$ cat src/design/tk_pkg.sv
// Shared constants, token type and helpers for the top-K tracker.
package tk_pkg;

  localparam int unsigned DEPTH  = 64;
  localparam int unsigned VAL_W  = 32;
  localparam int unsigned IDX_W  = (DEPTH > 1) ? $clog2(DEPTH) : 1;
  localparam int unsigned K_W    = $clog2(DEPTH + 1);
  localparam int unsigned KC_W   = 7;   // keep_count register width
  localparam int unsigned RANK_W = 6;

  localparam logic [KC_W-1:0] KC_RESET = KC_W'(64);

  typedef enum logic [1:0] {
    TK_NOP    = 2'd0,
    TK_OFFER  = 2'd1,
    TK_READ   = 2'd2,
    TK_RESULT = 2'd3
  } tok_kind_e;

  // Token that walks down the cell chain, one cell per cycle while the chain is not frozen.
  typedef struct packed {
    logic                    valid;
    tok_kind_e               kind;
    logic                    acc;
    logic signed [VAL_W-1:0] carry;
    logic [IDX_W-1:0]        target;
  } tok_t;

  // Clamp keep_count into 1..DEPTH.
  function automatic logic [K_W-1:0] clamp_k(input logic [KC_W-1:0] kc);
    logic [K_W-1:0] k;
    if (kc == '0) begin
      k = K_W'(1);
    end else if (32'(kc) > DEPTH) begin
      k = K_W'(DEPTH);
    end else begin
      k = K_W'(kc);
    end
    return k;
  endfunction

endpackage

$ cat src/design/tk_cell.sv
// One entry of the sorted store plus the token stage that follows it.
module tk_cell (
  input  logic                                clk_i,
  input  logic                                rst_ni,
  input  logic                                en_i,
  input  logic [tk_pkg::IDX_W-1:0]            cell_idx_i,
  input  logic [tk_pkg::IDX_W-1:0]            last_idx_i,
  input  logic signed [tk_pkg::VAL_W-1:0]     nxt_val_i,
  input  tk_pkg::tok_t                        tok_i,
  output logic signed [tk_pkg::VAL_W-1:0]     val_o,
  output tk_pkg::tok_t                        tok_o
);

  logic signed [tk_pkg::VAL_W-1:0] val_q, val_d;
  tk_pkg::tok_t                    tok_q, tok_d;

  always_comb begin
    val_d = val_q;
    tok_d = tok_i;
    if (tok_i.valid) begin
      case (tok_i.kind)
        tk_pkg::TK_OFFER: begin
          if (cell_idx_i == last_idx_i) begin
            val_d      = tok_i.carry;
            tok_d.kind = tk_pkg::TK_NOP;
          end else if (tok_i.carry > nxt_val_i) begin
            // carried value keeps sinking, neighbor moves down
            val_d = nxt_val_i;
          end else begin
            val_d       = tok_i.carry;
            tok_d.carry = nxt_val_i;
          end
        end
        tk_pkg::TK_READ: begin
          if (cell_idx_i == tok_i.target) begin
            tok_d.carry = val_q;
            tok_d.kind  = tk_pkg::TK_RESULT;
          end
        end
        default: ;
      endcase
    end
  end

  always_ff @(posedge clk_i or negedge rst_ni) begin
    if (!rst_ni) begin
      val_q <= '0;
      tok_q <= '0;
    end else if (en_i) begin
      val_q <= val_d;
      tok_q <= tok_d;
    end
  end

  assign val_o = val_q;
  assign tok_o = tok_q;

endmodule

$ cat config.mk
export PLATFORM = sky130hd
export DESIGN_NAME = tk_cell
export DESIGN_NICKNAME = d
export VERILOG_FILES = /design/src/design/tk_pkg.sv /design/src/design/tk_cell.sv
export SDC_FILE = /design/constraint.sdc
export NUM_CORES = 1
export LEC_CHECK = 0
export ABC_AREA = 1
export BUFFER_PORTS_ARGS = -buffer_cell sky130_fd_sc_hd__buf_4
export CAP_MARGIN = 20
export CORE_ASPECT_RATIO = 0.75
export CORE_MARGIN = 2
export CORE_UTILIZATION = 30
export DETAILED_ROUTE_END_ITERATION = 8
export HOLD_SLACK_MARGIN = 0.15
export SYNTH_ARGS = -nofsm -noshare
export SYNTH_HDL_FRONTEND = slang
export SYNTH_SLANG_ARGS = --single-unit
export TNS_END_PERCENT = 100
$ cat constraint.sdc
create_clock -name clk_i -period 1.02 [get_ports clk_i]
set_input_delay 0 -clock clk_i [delete_from_list [all_inputs] [get_ports clk_i]]
set_output_delay 0 -clock clk_i [all_outputs]
set_load 0.03 [all_outputs]
==> summary.txt, run 1 <==
Synth
  • Syn. warnings: 0
  • Mapped cell area: 6270 um^2
  • Synth async-reset ratio: 100%
  • Avg Cell Area, Syn: approximately 7 um^2
  • Synth Net Count: 1004
  • Netlist cell types: 38
  • Most used flip-flop cell after synthesis: dfrtp_1
  • Number of synthesized flops with an enable pin: 0
  • Cell count after synthesis: just under 900
  • Proportion of synthesized chip area in sequential cells: 29.5%
  • Yosys reg bits: between 70 and 80

Setup path
  • Max incr delay on CP: ~0.20 ns
  • Arr. time, crit path: 1.88 ns
  • Worst path most repeated cell: nand2_1
  • Critical path fanouts, max: 8
  • Worst Setup End Kind: flop
  • Worst EP required: 1.26 ns
  • Critical path, cell by cell: buf_8, inv_4, ha_4, a21oi_2, o21a_1, nand2_2, a21oi_4, nand2_2, nand2_4, nand3_4, nand2_8, buf_12, nand2_4, nand3_2, nand2_1, nand2_1, nand2_1
  • Worst path slowest cell: ha_4
  • Startpoint Class: primary input
  • Crit path buf inv count: 3
  • Kind of cell adding the most delay to the critical path: simple AND/OR/NAND/NOR gates
  • Crit path kind: in -> reg

Route
  • Initial DRC count: 589
  • Remaining antenna violation count: 0
  • Post-Route WL: approximately 25000 um
  • Wirelength per Cell: around 17 um
  • Vias per std cell: 4.78
  • Pre-antenna DRT Iters: 5
  • Via count: 7146
  • Remaining DRCs: 0

Power and ir drop
  • Overall Power: 13.9 mW
  • LEAKAGE: 5.43 nW
  • Worst vdd ir: 0.000736 V
  • Power per cell area: 1270 nW/um^2

Floorplanning
  • Chip Width: 171 um
  • Core Rows: 45
  • Chip Height: 129 um
  • Num ports: 163
  • Die Footprint: 22100 um^2
  • Core ar.: slightly above 20000 um^2
  • Initial Util: 30.8%

GRT
  • Global-route usage over all layers: 22.3%
  • First-pass GRT wire length: 38200 um
  • Largest net degree at the start of global routing: 66
  • Global route overflow: 0
  • Vias in the first global route: a little under 7000
  • Initial antenna violation count: 0

Clock tree
  • Clock latency on the worst-skew pair: between 0.3 and 0.4 ns
  • CTS tree: built
  • Cts bufs inserted: 9
  • Clk pin slew, worst setup/hold paths: ~0.060 ns
  • CTS Root Cell: clkbuf_16
  • Num Clock Sinks: between 70 and 80
  • H-tree levels: 3
  • Bufs on Longest Clock Path: 2

Place
  • Placer Congestion: between 0.7 and 0.8
  • # port buffers: 162
  • Place WS: -1.06 ns
  • HPWL reported at the end of detailed placement: 16200 um

Status
  • Violated checks: setup timing
  • Status: finished with violations

Finish
  • Final core occ: 53.8%
  • Syn-to-layout area delta: 74.7%
  • Most frequent cells in the layout: nand2_1 (264), buf_4 (222), dlygate4sd3_1 (90), dfrtp_1 (74), a21oi_1 (66)
  • Share of cells above drive strength 1: 44.8%
  • ANT cells: 0
  • Final net count: 1333
  • Commonest non-fill, non-tap cell in the layout: nand2_1

STA
  • Final hold violations: 0
  • RSZ-0062 raised after global routing: true
  • Final Critical Period: 1.64 ns
  • Setup violators final: 66
  • Fmax: 608 MHz
  • Fin. max-slew vios: 0
  • Relative slew slack: 76.3%
  • Crit share post-route: 161%
  • Final Skew: ~0.005 ns
  • WHS: between 0.07 and 0.08 ns
  • Worst slew pin tran: 0.356 ns
  • Final WS setup: -0.624 ns

Flow run
  • Maxcap violations: 0

Min path
  • Worst Hold Class: in -> reg
## layout make-up
| cell class | count | area [um^2] |
|---|---|---|
| clock inverter | 2 | 35.0 |
| tap | 282 | 353 |
| sequential | 74 | 1850 |
| clock buffer | 13 | 270 |
| fill | 1932 | 9420 |
| inverter | 114 | 480 |
| multi-input combinational | 640 | 4420 |
| timing repair buffer | 371 | 3550 |
## cell usage after synthesis (2+ instances only)
library cell | n | area (um^2)
nand2_1 | 280 | 1050
inv_1 | 93 | 349
a21oi_1 | 79 | 395
dfrtp_1 | 74 | 1850
o21ai_0 | 53 | 265
nand3_1 | 36 | 180
ha_1 | 34 | 425
nand2_2 | 34 | 213
nand3_2 | 31 | 310
o211ai_2 | 30 | 375
clkbuf_1 | 27 | 101
inv_2 | 20 | 75.1
o21ai_1 | 17 | 85.1
nor2_1 | 15 | 56.3
buf_6 | 9 | 101
buf_1 | 7 | 26.3
xor2_1 | 7 | 61.3
buf_2 | 4 | 20.0
buf_12 | 3 | 60.1
buf_4 | 3 | 22.5
nor3b_1 | 3 | 22.5
nand4_1 | 2 | 12.5
nand4_4 | 2 | 42.5
o211ai_1 | 2 | 15.0
o21a_1 | 2 | 15.0
xnor2_1 | 2 | 17.5
## report_power, final
part | internal (mW) | switching [mW] | total, mW
clock network | 2.08 | 1.33 | 3.41
registers | 3.45 | 0.407 | 3.86
logic | 2.92 | 3.74 | 6.66
total | 8.45 | 5.48 | 13.9
## path summary, 6_finish.rpt
path / start / endpoint / slack [ns] / cells after the start
min in group asynchronous: rst_ni / val_o[1] / 0.11 / 2
setup reg to reg: val_o[26] / tok_o[32] / 0.04 / 6
hold reg to reg: tok_o[0] / tok_o[0] / 0.47 / 2
hold / removal: tok_i[41] / tok_o[40] / 0.08 / 5
setup / recovery: nxt_val_i[23] / tok_o[34] / -0.62 / 17
max in group asynchronous: rst_ni / val_o[9] / 0.41 / 3
## kinds of logic (layout without fill, tap and decap cells)
family / Yosys count / count (layout) / synth area share (%)
AND/OR/NAND/NOR: 410 / 410 / 31.5
AO/OA/AOI/OAI: 187 / 187 / 18.8
buffers and inverters: 167 / 500 / 12.1
flip-flops: 74 / 74 / 29.5
adder cells (fa/ha/maj): 34 / 34 / 6.78
XOR/XNOR: 9 / 9 / 1.26
## what timing repair did
| item | 4_1_cts | 5_1_grt |
|---|---|---|
| hold endpoints to repair | 139 | 21 |
| resized for setup | 69 | 48 |
| buffers inserted | 11 | 10 |
| hold buffers | 90 | 1 |
| pin swaps | 25 | 36 |
| endpoints found under the setup margin | 68 | 68 |
| gates cloned | 2 | 4 |
## worst reg2reg max path, cell delays in order, from the launching register on
cell and delay, ns:
dfrtp_1 0.41, o21ai_1 0.19, nand2_1 0.08, inv_2 0.05, nand2_1 0.04, nand2_1 0.06
nand2_1 0.05
## layer usage
layer  routed length (um)  global-route usage, %
met5                    0                      0
met4                  384                   4.94
met3                 1870                   4.18
met2                10900                   34.5
met1                11500                   32.5
## flip-flops by register name (all words and copies together) (netlist names)
| signal | cells |
|---|---|
| val_o | 32 |
| tok_o | 42 |
## through the flow
| step | setup TNS [ns] | instances | cell area, um^2 |
|---|---|---|---|
| floorplan | -36.01 | 881 | 6780 |
| global placement | -62.94 | 1369 | 9020 |
| detailed placement | -64.12 | 1369 | 9020 |
| CTS | -34.39 | 1485 | 10600 |
| global route | -44.90 | 1496 | 11000 |
| finish | -34.57 | 1496 | 11000 |
(Power assumes the default switching activity.)
==> run 2, diff against run 1 <==
--- a/config.mk
+++ b/config.mk
@@ -7,12 +7,12 @@
 export LEC_CHECK = 0
 export ABC_AREA = 1
 export BUFFER_PORTS_ARGS = -buffer_cell sky130_fd_sc_hd__buf_4
-export CAP_MARGIN = 20
 export CORE_ASPECT_RATIO = 0.75
 export CORE_MARGIN = 2
 export CORE_UTILIZATION = 30
 export DETAILED_ROUTE_END_ITERATION = 8
 export HOLD_SLACK_MARGIN = 0.15
+export RECOVER_POWER = 25
 export SYNTH_ARGS = -nofsm -noshare
 export SYNTH_HDL_FRONTEND = slang
 export SYNTH_SLANG_ARGS = --single-unit
==> constraint.sdc (replaced) <==
create_clock -name clk_i -period 2.1 [get_ports clk_i]
set_input_delay 0 -clock clk_i [delete_from_list [all_inputs] [get_ports clk_i]]
set_output_delay 0 -clock clk_i [all_outputs]
set_load 0.03 [all_outputs]
==> run 2 against run 1 <==
  * Highest routed layer unchanged
  * Global-route usage decreased by 1.0 points
  * Sequential power decreased by 51%
  * Critical endpoint is now tok_o[40]
  * Largest cell class unchanged
  * The run now ends clean
  * Combinational power decreased by 60%
==> summary.txt, run 2 (synthesis results as in run 1) <==
STA
  • Fmax: 513 MHz
  • Relative slew slack: 32.6% (-44 points)
  • Fin. max-slew vios: 0 (unchanged)
  • Crit share post-route: 92.8%
  • Final WS setup: 0.152 ns (+0.776 ns)
  • Final hold violations: 0 (unchanged)
  • Total negative slack: 0 ns (+34.57 ns)
  • RSZ-0062 raised after global routing: false
  • WHS: 0.151 ns (+0.0727 ns)
  • Setup violators final: 0 (-100%)
  • Worst slew pin tran: 1.01 ns (+0.655 ns)
  • Final Critical Period: 1.95 ns
  • Final Skew: 0.00720 ns (+0.00220 ns)

Finish
  • Multi-input combinational cell area: 3740 um^2 (-15%)
  • ANT cells: 0 (unchanged)
  • Final cell count without fillers: 1427 (-4.6%)
  • Share of cells above drive strength 1: 29.9% (-15 points)
  • Most frequent cells in the layout: nand2_1 (280), buf_4 (178), dlygate4sd3_1 (110), inv_1 (90), a21oi_1 (76)
  • Commonest non-fill, non-tap cell in the layout: nand2_1
  • FILL cells: 2068 (+7.0%)
  • Fin area: 9330 um^2 (-15%)
  • Final net count: 1265 (-5.1%)
  • Register Area: 1850 um^2 (unchanged)
  • Max reg flops: 42 (unchanged)
  • Syn-to-layout area delta: 48.6%

Place
  • Post-DP Area: 7810 um^2 (-13%)
  • Place WS: -0.0526 ns (+1.00 ns)
  • HPWL reported at the end of detailed placement: 14400 um (-11%)
  • # port buffers: 162 (unchanged)
  • Placed cell count: 1295 (-5.4%)
  • Placer Congestion: 0.808 (+1.6%)

Floorplanning
  • Chip Width: 171 um (unchanged)
  • Core Rows: 45 (unchanged)
  • Core ar.: 20400 um^2 (unchanged)
  • Chip Height: 129 um (unchanged)
  • Die Footprint: 22100 um^2 (unchanged)
  • Initial Util: 30.8% (unchanged)
  • Num ports: 163 (unchanged)

Clock tree
  • Clk pin slew, worst setup/hold paths: 0.06 ns (about the same)
  • CTS tree: built
  • CTS Root Cell: clkbuf_16
  • Clock latency on the worst-skew pair: 0.34 ns (about the same)
  • Cts bufs inserted: 9 (unchanged)
  • Num Clock Sinks: 74 (unchanged)
  • H-tree levels: 3 (unchanged)
  • Bufs on Longest Clock Path: 2 (unchanged)

GRT
  • Largest net degree at the start of global routing: 66 (unchanged)
  • First-pass GRT wire length: 36600 um (-4.3%)
  • Global-route usage over all layers: 21.3% (-1.0 points)
  • Vias in the first global route: 6889 (+2.0%)
  • Global route overflow: 0 (unchanged)
  • Initial antenna violation count: 0 (unchanged)

Setup path
  • R2r setup slk: 0.93 ns (+0.89 ns)
  • Worst EP required: 2.33 ns (+1.07 ns)
  • Arr. time, crit path: 2.18 ns (+0.30 ns)
  • Worst Setup End Kind: flop
  • Critical path fanouts, max: 33 (+25)
  • Startpoint Class: primary input
  • Crit path kind: in -> reg

Route
  • Initial DRC count: 585 (-0.68%)
  • Remaining DRCs: 0 (unchanged)
  • Remaining antenna violation count: 0 (unchanged)
  • Pre-antenna DRT Iters: 5 (unchanged)
  • Via count: 6865 (-3.9%)
  • Vias per std cell: 4.81 (+0.71%)
  • Post-Route WL: 23200 um (-6.2%)
  • Wirelength per Cell: 16.2 um (-1.7%)

Min path
  • Worst Hold Class: in -> reg

Power and ir drop
  • LEAKAGE: 4.75 nW (-12%)
  • Int Pwr: 3.78 mW (-55%)
  • Sw frac: 39.2% (-0.11 points)
  • Power per cell area: 666 nW/um^2 (-48%)
  • Sw Pwr: 2.44 mW (-56%)
  • Worst vdd ir: 0.000349 V (-52%)
  • Proportion of power drawn by the clock network: 27.2% (+2.7 points)
  • Sequential Power Share: 30.2% (+2.5 points)
  • Power share of the combinational group: 42.6% (-5.2 points)

Status
  • Status: finished, final reports clean

Flow run
  • Maxcap violations: 0 (unchanged)
run 2: changes by cell type in the layout (fill, tap and decap cells not counted), sizes merged:
cell	change
dlygate4sd3	+20
buf	-90
clkinv	+1
inv	-1
bufinv	+1
run 2: final cells by class:
class / instances / share of cell area [%]
clock buffers: 11 / 2.60
clock inverters: 3 / 0.698
inverters: 114 / 4.59
multi-input cells: 640 / 40.1
flip-flops and latches: 74 / 19.9
well taps: 282 / 3.78
repair buffers: 303 / 28.4
run 2: routing by layer:
metal  up-vias  track usage (%)  share of wire [%]
li1       3365                -                  -
met1      3198             29.9                 47
met2       272             33.5                 44
met3        30             4.43                7.6
met4         0             5.38                1.2
met5         -                0                  0
run 2: timing repair:
item / in CTS / in global routing
hold buffers: 110 / 6
setup buffers: 0 / 7
hold endpoints to repair: 147 / 6
gates resized for setup: 0 / 11
endpoints found under the setup margin: 0 / 11
run 2: through the flow:
step	total power, mW	util, %
after floorplan	3.37	-
after global placement	4.28	38.3
after detailed placement	4.30	38.3
after CTS	6.19	45.2
after global routing	6.55	45.8
final	6.21	45.8
run 2: critical path, stage by stage:
cell           delay [ns]
dlygate4sd3_1        0.52
buf_4                0.11
inv_1                0.04
ha_1                 0.32
nor2_4               0.13
clkinv_1             0.09
buf_6                0.23
nand2_1              0.10
a31oi_1              0.06
dlygate4sd3_1        0.56
run 2: path summary, 6_finish.rpt:
kind,to,cells after the start,start
worst max-delay path,tok_o[40],10,tok_i[39]
worst min-delay path,val_o[6],5,tok_i[41]
worst max register to register,tok_o[40],3,tok_o[40]
worst min register to register,tok_o[0],2,tok_o[0]
max in group asynchronous,tok_o[23],3,rst_ni
min in group asynchronous,tok_o[7],2,rst_ni
run 2: power groups by stage:
stage	registers (mW)	clock network, mW	logic (mW)
6_report	1.88	1.69	2.64
5_1_grt	1.91	1.77	2.87
4_1_cts	1.87	1.75	2.58
3_5_place_dp	1.89	0	2.41
3_3_place_gp	1.89	0	2.38
2_1_floorplan	2.34	0	1.03
